===== config.mk =====
export PLATFORM = sky130hd
export DESIGN_NAME = memoized_collatz_step_counter
export DESIGN_NICKNAME = d
export VERILOG_FILES = /design/src/rtl/core/mcsc_pkg.sv /design/src/rtl/core/memoized_collatz_step_counter.sv /design/src/rtl/core/mcsc_walk.sv /design/src/rtl/core/mcsc_cache.sv
export SDC_FILE = /design/constraint.sdc
export NUM_CORES = 2
export LEC_CHECK = 0
export ABC_AREA = 1
export BUFFER_PORTS_ARGS = -buffer_cell sky130_fd_sc_hd__buf_2
export CORE_ASPECT_RATIO = 0.6
export CORE_MARGIN = 8
export CORE_UTILIZATION = 45
export DETAILED_ROUTE_END_ITERATION = 8
export GPL_TIMING_DRIVEN = 0
export HOLD_SLACK_MARGIN = 0.08
export PLACE_DENSITY = 0.65
export SYNTH_ARGS = -nofsm -noshare
export SYNTH_HDL_FRONTEND = slang
export SYNTH_HIERARCHICAL = 1
export SYNTH_SLANG_ARGS = --single-unit

===== constraint.sdc =====
create_clock -name clk_i -period 7.17 [get_ports clk_i]
set_clock_uncertainty 0.15 [all_clocks]
set_input_delay 0.717 -clock clk_i [delete_from_list [all_inputs] [get_ports clk_i]]
set_output_delay 0.717 -clock clk_i [all_outputs]
set_load 0.1 [all_outputs]

===== src/rtl/core/mcsc_pkg.sv =====
// ----------------------------------------------------------------------------
// mcsc_pkg
// Shared constants and types for the memoized Collatz step counter.
// ----------------------------------------------------------------------------
package mcsc_pkg;

  localparam int unsigned ENTRIES    = 16;   // must be a power of two
  localparam int unsigned KEY_BITS   = 20;
  localparam int unsigned IDX_W      = $clog2(ENTRIES);
  localparam int unsigned RANK_W     = IDX_W;
  localparam int unsigned LIMIT_W    = IDX_W + 1;
  localparam int unsigned COUNT_W    = 10;
  localparam int unsigned TOTAL_W    = 32;
  // peak of any walk from a 20-bit start stays below 2^37
  localparam int unsigned WALK_W     = 48;
  localparam int unsigned LFSR_W     = 16;
  localparam int unsigned CFG_IDX_W  = 8;
  localparam int unsigned CFG_DATA_W = 16;

  localparam logic [COUNT_W-1:0]   COUNT_MAX = '1;
  localparam logic [LFSR_W-1:0]    LFSR_TAPS = 16'hB400;
  localparam logic [LFSR_W-1:0]    LFSR_ONE  = 16'h0001;
  localparam logic [CFG_IDX_W-1:0] REG_MODE  = 8'd0;
  localparam logic [CFG_IDX_W-1:0] REG_SEED  = 8'd1;

  typedef struct packed {
    logic               touch;      // hit: promote matching entry
    logic               insert;     // miss: write new pair
    logic [COUNT_W-1:0] count;
    logic               rand_mode;
    logic [IDX_W-1:0]   rand_slot;
  } cache_cmd_t;

  typedef struct packed {
    logic               hit;
    logic [COUNT_W-1:0] stored_count;
    logic               full;
  } cache_rsp_t;

endpackage


===== src/rtl/core/memoized_collatz_step_counter.sv =====
// ----------------------------------------------------------------------------
// memoized_collatz_step_counter
// Collatz step counter with a 16-entry fully associative result cache.
// Hit: the key is registered, looked up, and the cached count registered as the
//   result; miss: looked up, walked one step per cycle, then inserted.
// Throughput: one item at a time; ready again once the result is registered,
//   which waits while the output register is still held.
// Reset: cache empty, totals zero, LRU mode, LFSR state 1.
// ----------------------------------------------------------------------------
module memoized_collatz_step_counter import mcsc_pkg::*; (
  input  logic                  clk_i,
  input  logic                  rst_ni,
  input  logic                  in_valid_i,
  output logic                  in_ready_o,
  input  logic [KEY_BITS-1:0]   start_value_i,
  output logic                  out_valid_o,
  input  logic                  out_ready_i,
  output logic [COUNT_W-1:0]    step_count_o,
  output logic                  was_hit_o,
  output logic [TOTAL_W-1:0]    hit_total_o,
  output logic [TOTAL_W-1:0]    miss_total_o,
  input  logic                  cfg_valid_i,
  output logic                  cfg_ready_o,
  input  logic [CFG_IDX_W-1:0]  cfg_index_i,
  input  logic [CFG_DATA_W-1:0] cfg_data_i
);

  typedef enum logic [1:0] {
    ST_IDLE,
    ST_LOOKUP,
    ST_WALK,
    ST_INSERT
  } state_e;

  state_e              state_q, state_d;
  logic [KEY_BITS-1:0] key_q, key_d;
  logic                mode_q, mode_d;
  logic [LFSR_W-1:0]   lfsr_q, lfsr_d;
  logic [TOTAL_W-1:0]  hits_q, hits_d;
  logic [TOTAL_W-1:0]  misses_q, misses_d;
  logic                out_valid_q, out_valid_d;
  logic [COUNT_W-1:0]  step_count_q, step_count_d;
  logic                was_hit_q, was_hit_d;
  logic [TOTAL_W-1:0]  hit_total_q, hit_total_d;
  logic [TOTAL_W-1:0]  miss_total_q, miss_total_d;

  logic [LFSR_W-1:0]   lfsr_next;
  logic                out_free;
  logic                walk_start;
  logic                walk_done;
  logic [COUNT_W-1:0]  walk_steps;
  cache_cmd_t          cache_cmd;
  cache_rsp_t          cache_rsp;

  mcsc_walk u_walk (
    .clk_i         (clk_i),
    .rst_ni        (rst_ni),
    .start_i       (walk_start),
    .start_value_i (key_q),
    .done_o        (walk_done),
    .steps_o       (walk_steps)
  );

  mcsc_cache u_cache (
    .clk_i  (clk_i),
    .rst_ni (rst_ni),
    .key_i  (key_q),
    .cmd_i  (cache_cmd),
    .rsp_o  (cache_rsp)
  );

  assign lfsr_next = lfsr_q[0] ? ((lfsr_q >> 1) ^ LFSR_TAPS) : (lfsr_q >> 1);
  assign out_free  = !out_valid_q || out_ready_i;

  always_comb begin
    state_d      = state_q;
    key_d        = key_q;
    mode_d       = mode_q;
    lfsr_d       = lfsr_q;
    hits_d       = hits_q;
    misses_d     = misses_q;
    out_valid_d  = out_valid_q;
    step_count_d = step_count_q;
    was_hit_d    = was_hit_q;
    hit_total_d  = hit_total_q;
    miss_total_d = miss_total_q;
    walk_start   = 1'b0;

    cache_cmd           = '0;
    cache_cmd.count     = walk_steps;
    cache_cmd.rand_mode = mode_q;
    cache_cmd.rand_slot = lfsr_next[IDX_W-1:0];

    if (out_valid_q && out_ready_i) begin
      out_valid_d = 1'b0;
    end

    if (cfg_valid_i) begin
      unique case (cfg_index_i)
        REG_MODE: mode_d = cfg_data_i[0];
        REG_SEED: lfsr_d = (cfg_data_i != '0) ? LFSR_W'(cfg_data_i) : LFSR_ONE;
        default:  ;
      endcase
    end

    unique case (state_q)
      ST_IDLE: begin
        if (in_valid_i) begin
          key_d   = start_value_i;
          state_d = ST_LOOKUP;
        end
      end
      ST_LOOKUP: begin
        if (cache_rsp.hit) begin
          if (out_free) begin
            cache_cmd.touch = 1'b1;
            hits_d       = (hits_q == '1) ? hits_q : hits_q + TOTAL_W'(1);
            out_valid_d  = 1'b1;
            step_count_d = cache_rsp.stored_count;
            was_hit_d    = 1'b1;
            hit_total_d  = hits_d;
            miss_total_d = misses_q;
            state_d      = ST_IDLE;
          end
        end else begin
          misses_d   = (misses_q == '1) ? misses_q : misses_q + TOTAL_W'(1);
          walk_start = 1'b1;
          state_d    = ST_WALK;
        end
      end
      ST_WALK: begin
        if (walk_done) begin
          state_d = ST_INSERT;
        end
      end
      ST_INSERT: begin
        if (out_free) begin
          cache_cmd.insert = 1'b1;
          // random victim: LFSR steps only when an eviction happens
          if (cache_rsp.full && mode_q) begin
            lfsr_d = lfsr_next;
          end
          out_valid_d  = 1'b1;
          step_count_d = walk_steps;
          was_hit_d    = 1'b0;
          hit_total_d  = hits_q;
          miss_total_d = misses_q;
          state_d      = ST_IDLE;
        end
      end
      default: state_d = ST_IDLE;
    endcase
  end

  always_ff @(posedge clk_i or negedge rst_ni) begin
    if (!rst_ni) begin
      state_q      <= ST_IDLE;
      key_q        <= '0;
      mode_q       <= 1'b0;
      lfsr_q       <= LFSR_ONE;
      hits_q       <= '0;
      misses_q     <= '0;
      out_valid_q  <= 1'b0;
      step_count_q <= '0;
      was_hit_q    <= 1'b0;
      hit_total_q  <= '0;
      miss_total_q <= '0;
    end else begin
      state_q      <= state_d;
      key_q        <= key_d;
      mode_q       <= mode_d;
      lfsr_q       <= lfsr_d;
      hits_q       <= hits_d;
      misses_q     <= misses_d;
      out_valid_q  <= out_valid_d;
      step_count_q <= step_count_d;
      was_hit_q    <= was_hit_d;
      hit_total_q  <= hit_total_d;
      miss_total_q <= miss_total_d;
    end
  end

  assign in_ready_o   = (state_q == ST_IDLE);
  assign cfg_ready_o  = 1'b1;
  assign out_valid_o  = out_valid_q;
  assign step_count_o = step_count_q;
  assign was_hit_o    = was_hit_q;
  assign hit_total_o  = hit_total_q;
  assign miss_total_o = miss_total_q;

endmodule


===== src/rtl/core/mcsc_walk.sv =====
// ----------------------------------------------------------------------------
// mcsc_walk
// Iterative Collatz walker: one halve or 3n+1 step per cycle, step counter
// saturates at COUNT_MAX.
// ----------------------------------------------------------------------------
module mcsc_walk import mcsc_pkg::*; (
  input  logic                clk_i,
  input  logic                rst_ni,
  input  logic                start_i,
  input  logic [KEY_BITS-1:0] start_value_i,
  output logic                done_o,
  output logic [COUNT_W-1:0]  steps_o
);

  logic [WALK_W-1:0]  value_q;
  logic [COUNT_W-1:0] steps_q;
  logic               run_q;
  logic               finished;
  logic [WALK_W-1:0]  value_next;

  assign finished   = (value_q == WALK_W'(1)) || (steps_q == COUNT_MAX);
  assign value_next = value_q[0] ? ((value_q << 1) + value_q + WALK_W'(1))
                                 : (value_q >> 1);

  always_ff @(posedge clk_i or negedge rst_ni) begin
    if (!rst_ni) begin
      value_q <= '0;
      steps_q <= '0;
      run_q   <= 1'b0;
    end else if (start_i) begin
      value_q <= WALK_W'(start_value_i);
      steps_q <= '0;
      run_q   <= 1'b1;
    end else if (run_q) begin
      if (finished) begin
        run_q <= 1'b0;
      end else begin
        value_q <= value_next;
        steps_q <= steps_q + COUNT_W'(1);
      end
    end
  end

  assign done_o  = run_q && finished;
  assign steps_o = steps_q;

endmodule


===== src/rtl/core/mcsc_cache.sv =====
// ----------------------------------------------------------------------------
// mcsc_cache
// Fully associative table of (key, count) pairs with recency ranks,
// free-slot search and LRU / random victim choice.
// ----------------------------------------------------------------------------
module mcsc_cache import mcsc_pkg::*; (
  input  logic                clk_i,
  input  logic                rst_ni,
  input  logic [KEY_BITS-1:0] key_i,
  input  cache_cmd_t          cmd_i,
  output cache_rsp_t          rsp_o
);

  logic [KEY_BITS-1:0] key_q   [ENTRIES];
  logic [COUNT_W-1:0]  count_q [ENTRIES];
  logic [RANK_W-1:0]   rank_q  [ENTRIES];
  logic [ENTRIES-1:0]  valid_q;

  logic [ENTRIES-1:0]  hit_vec;
  logic [IDX_W-1:0]    hit_slot;
  logic [IDX_W-1:0]    free_slot;
  logic [IDX_W-1:0]    lru_slot;
  logic [IDX_W-1:0]    slot;
  logic [LIMIT_W-1:0]  used;
  logic [LIMIT_W-1:0]  limit;
  logic                full;

  always_comb begin
    hit_slot  = '0;
    free_slot = '0;
    lru_slot  = '0;
    used      = '0;
    for (int i = ENTRIES - 1; i >= 0; i--) begin
      hit_vec[i] = valid_q[i] && (key_q[i] == key_i);
      if (hit_vec[i]) begin
        hit_slot = IDX_W'(i);
      end
      if (!valid_q[i]) begin
        free_slot = IDX_W'(i);
      end
      // when full the ranks form a permutation; the oldest has the top rank
      if (rank_q[i] == RANK_W'(ENTRIES - 1)) begin
        lru_slot = IDX_W'(i);
      end
      used = used + LIMIT_W'(valid_q[i]);
    end
    full = &valid_q;

    if (cmd_i.touch) begin
      slot  = hit_slot;
      limit = LIMIT_W'(rank_q[hit_slot]);
    end else if (!full) begin
      slot  = free_slot;
      limit = used;
    end else begin
      slot  = cmd_i.rand_mode ? cmd_i.rand_slot : lru_slot;
      limit = LIMIT_W'(rank_q[slot]);
    end
  end

  always_ff @(posedge clk_i or negedge rst_ni) begin
    if (!rst_ni) begin
      valid_q <= '0;
      for (int i = 0; i < ENTRIES; i++) begin
        rank_q[i] <= '0;
      end
    end else if (cmd_i.touch || cmd_i.insert) begin
      for (int i = 0; i < ENTRIES; i++) begin
        if (IDX_W'(i) == slot) begin
          rank_q[i] <= '0;
        end else if (valid_q[i] && (LIMIT_W'(rank_q[i]) < limit)) begin
          rank_q[i] <= rank_q[i] + RANK_W'(1);
        end
      end
      if (cmd_i.insert) begin
        valid_q[slot] <= 1'b1;
      end
    end
  end

  // pair storage, no reset: only read behind a valid bit
  always_ff @(posedge clk_i) begin
    if (cmd_i.insert) begin
      key_q[slot]   <= key_i;
      count_q[slot] <= cmd_i.count;
    end
  end

  assign rsp_o.hit          = |hit_vec;
  assign rsp_o.stored_count = count_q[hit_slot];
  assign rsp_o.full         = full;

endmodule


==> results by group <==
Placement
  • Area after DPL: 51180 um^2
  • Post-DP HPWL: 134.8 mm
  • Gpl congestion: 0.9965
  • Port-buffer cells: 125

Power and ir drop
  • Total Power: 0.02404 W
  • P per Cell Area: 440.4 nW/um^2
  • Max VDD drop: 467.0 uV
  • P_leak: 24.93 nW

Detailed routing
  • Total iterations of the first detailed-routing run: 6
  • Vias per inst: 5.733
  • Final wirelength: 184.0 mm
  • Antenna Nets Post-Route: 0
  • Routed WL per cell: 23.56 um
  • Via count: 44779
  • DRC: 0
  • Initial drt markers: 6868

Flow run
  • MaxCap Viol Count: 0

Timing
  • Fmax: 145.6 MHz
  • Min Tclk post-route: 6.866 ns
  • Slew margin rel.: 15.98%
  • Finish-stage setup viols: 0
  • Hold_ws: 0.1170 ns
  • Final Hold Viols: 0
  • Tcrit/Tclk final: 95.76%
  • Pins Over Slew Limit: 0
  • RSZ-0062 raised after global routing: false
  • Least-Margin Pin Slew: 1.260 ns

Yosys
  • Ys Warns: 6
  • Gate Count Post-Synth: 6033
  • Top cells by count, synth: nand2_1, inv_1, nor2_1
  • Post-Syn Area: 48120 um^2
  • Sequential area share after synthesis: 46.49%
  • Main synth FF type: edfxtp_1
  • Async S/R FF share, synth: 39.85%
  • Syn Nets: 6240
  • Leading area contributor after synthesis: edfxtp_1
  • Avg Inst Size Synth: 7.977 um^2
  • Yosys reg bits: 798
  • Netlist cell types: 73
  • Synth top area share: 29.95%
  • Post-synth EDFFs: 480
  • Top post-synthesis cells by area: edfxtp_1, dfrtp_1, nand2_1, inv_1, nor2_1
  • Most frequent cell after synthesis: nand2_1

Setup path
  • CP Capture Type: flop
  • Crit-path max cell delay: 0.67 ns
  • CP Data Required Time: 7.59 ns
  • Slowest-stage cell, CP: dfrtp_4
  • Reg2Reg Setup Slack: 0.30 ns
  • Kind of critical path: reg2reg
  • R2R cell count: 29
  • Critical R2R Capture: u_cache/rank_q[50]
  • Critical path arrival: 7.29 ns
  • Critical Path Fanout Max: 21
  • Most frequent CP cell: nand2_1
  • CP Launch Type: flop
  • Reg2reg start: key_q[12]

Outcome
  • Status: finished, final reports clean

Cells and area
  • Multi-input gate area: 21880 um^2
  • Fillers: 10067
  • Fin nets: 6521
  • Final core utilization: 51.16%
  • Share of layout cells above drive strength 1: 11.26%
  • Final Cell Area: 54590 um^2
  • Storage element area: 22450 um^2
  • Area grow syn2layout: 13.44%

GRT
  • Initial antenna violation count: 7
  • Global-route wire length before repair: 268.3 mm
  • Pin count of the biggest net entering global routing: 109
  • Total track usage: 30.05%
  • Number of global-route vias before repair: 39976
  • Total grt overflow: 0

Clock tree
  • Clk slew on worst S/H paths: 0.07 ns
  • Longest Clk Path Bufs: 3
  • Sink Count: 798
  • Clk Latency, worst-skew pair: 0.69 ns
  • CTS tree: built
  • Inserted Clock Buffers: 82
  • H-tree depth: 3
  • Root buffer cell: clkbuf_16

Worst hold path
  • Worst hold stages: 2
  • Hold worst-path end: key_q[3]
  • Hold path start: start_value_i[3]
  • HP Class: in2reg

Floorplanning
  • IO Pins: 127
  • Die Y-Extent: 269.3 um
  • Starting Density: 45.10%
  • Core area: 106700 um^2
  • Die ar.: 118000 um^2
  • Row count: 93
  • Die Width: 438.2 um
cell families after synthesis:
logic type / synth area share [%]
xor gates and xnor gates: 2.220
muxes: 0.4680
adders and majority gates: 4.280
buffers and inverters: 8.348
DFF: 46.49
and+or+nand+nor: 29.40
AOI/OAI and AO/OA: 8.790
other: 0.007792
final cells by class:
class	count	share of cell area, %
Tap cell	1425	3.266
Antenna cell	2	0.009168
Clock inverter	51	0.8870
Clock buffer	103	4.148
Sequential cell	798	41.11
Inverter	790	5.478
Buffer	183	1.950
Timing Repair Buffer	200	3.069
Multi-Input combinational cell	4259	40.08
how the worst max path moves through the flow:
| stage | from | endpoint | slack (ns) | depth (start not counted) |
|---|---|---|---|---|
| floorplan | key_q[5] | u_cache/count_q[12][0] | 1.22 | 27 |
| global placement | key_q[9] | u_cache/key_q[6][12] | -3.58 | 24 |
| detailed placement | key_q[9] | u_cache/rank_q[40] | -1.78 | 31 |
| CTS | key_q[10] | u_cache/rank_q[34] | 0.003 | 33 |
| global route | key_q[8] | u_cache/rank_q[34] | 0.14 | 41 |
| finish | key_q[12] | u_cache/rank_q[50] | 0.30 | 29 |
what timing repair did:
action,4_1_cts,5_1_grt
hold buffers,16,0
buffers inserted,13,23
pin swaps,11,2
resized for setup,39,33
hold endpoints to repair,41,0
setup endpoints to repair,560,551
flip-flops by register name (all words and copies together), names as in the netlist, 10 cells and up, named ones only:
| register | count |
|---|---|
| hit_total_o | 32 |
| hits_q | 32 |
| key_q | 20 |
| lfsr_q | 16 |
| miss_total_o | 32 |
| misses_q | 32 |
| step_count_o | 10 |
| u_cache/count_q | 160 |
| u_cache/key_q | 320 |
| u_cache/rank_q | 64 |
| u_cache/valid_q | 16 |
| u_walk/steps_o | 10 |
| u_walk/value_q | 47 |
routing by layer:
metal / global-route usage (%) / part of all wire [%] / wire length, um
met5: 0 / 0.011 / 20
met4: 5.929 / 2.1 / 3799
met3: 9.574 / 15 / 28070
met2: 37.62 / 36 / 66980
met1: 49.07 / 46 / 85160
stage by stage:
stage | instances | TNS [ns] | setup slack [ns]
after floorplan | 6033 | 0 | 1.216
after global placement | 7583 | -2184.87 | -3.579
after detailed placement | 7606 | -772.82 | -1.777
after CTS | 7788 | 0 | 0.003230
after global routing | 7809 | 0 | 0.1392
final | 7811 | 0 | 0.3040
power breakdown:
group / switching, W / leakage (nW) / total, W / internal (W)
registers: 0.00146 / 8.31 / 0.00745 / 0.00599
logic: 0.00861 / 15.3 / 0.0121 / 0.00348
clock network: 0.00201 / 1.34 / 0.00450 / 0.00249
critical path: cells and delay by family, from the launching register on:
| family | cells | cell delay [ns] |
|---|---|---|
| flip-flops | 1 | 0.67 |
| AO/OA/AOI/OAI | 7 | 1.49 |
| adder cells (fa/ha/maj) | 1 | 0.29 |
| buffers and inverters | 6 | 1.93 |
| AND/OR/NAND/NOR | 15 | 2.16 |
placed cells by master (no fill, tap or decap), types with 70 or more instances in the layout:
master	instances
nor2_1	634
nand2_1	1701
nor4_1	72
clkbuf_16	86
ha_1	147
nand3_1	384
nand4_1	117
or2_2	77
edfxtp_1	480
dfrtp_1	297
buf_2	183
a21oi_1	165
nor3_1	112
o21ai_0	303
inv_1	760
clkbuf_1	70
xor2_1	99
Power figures use the tool's default switching activity.
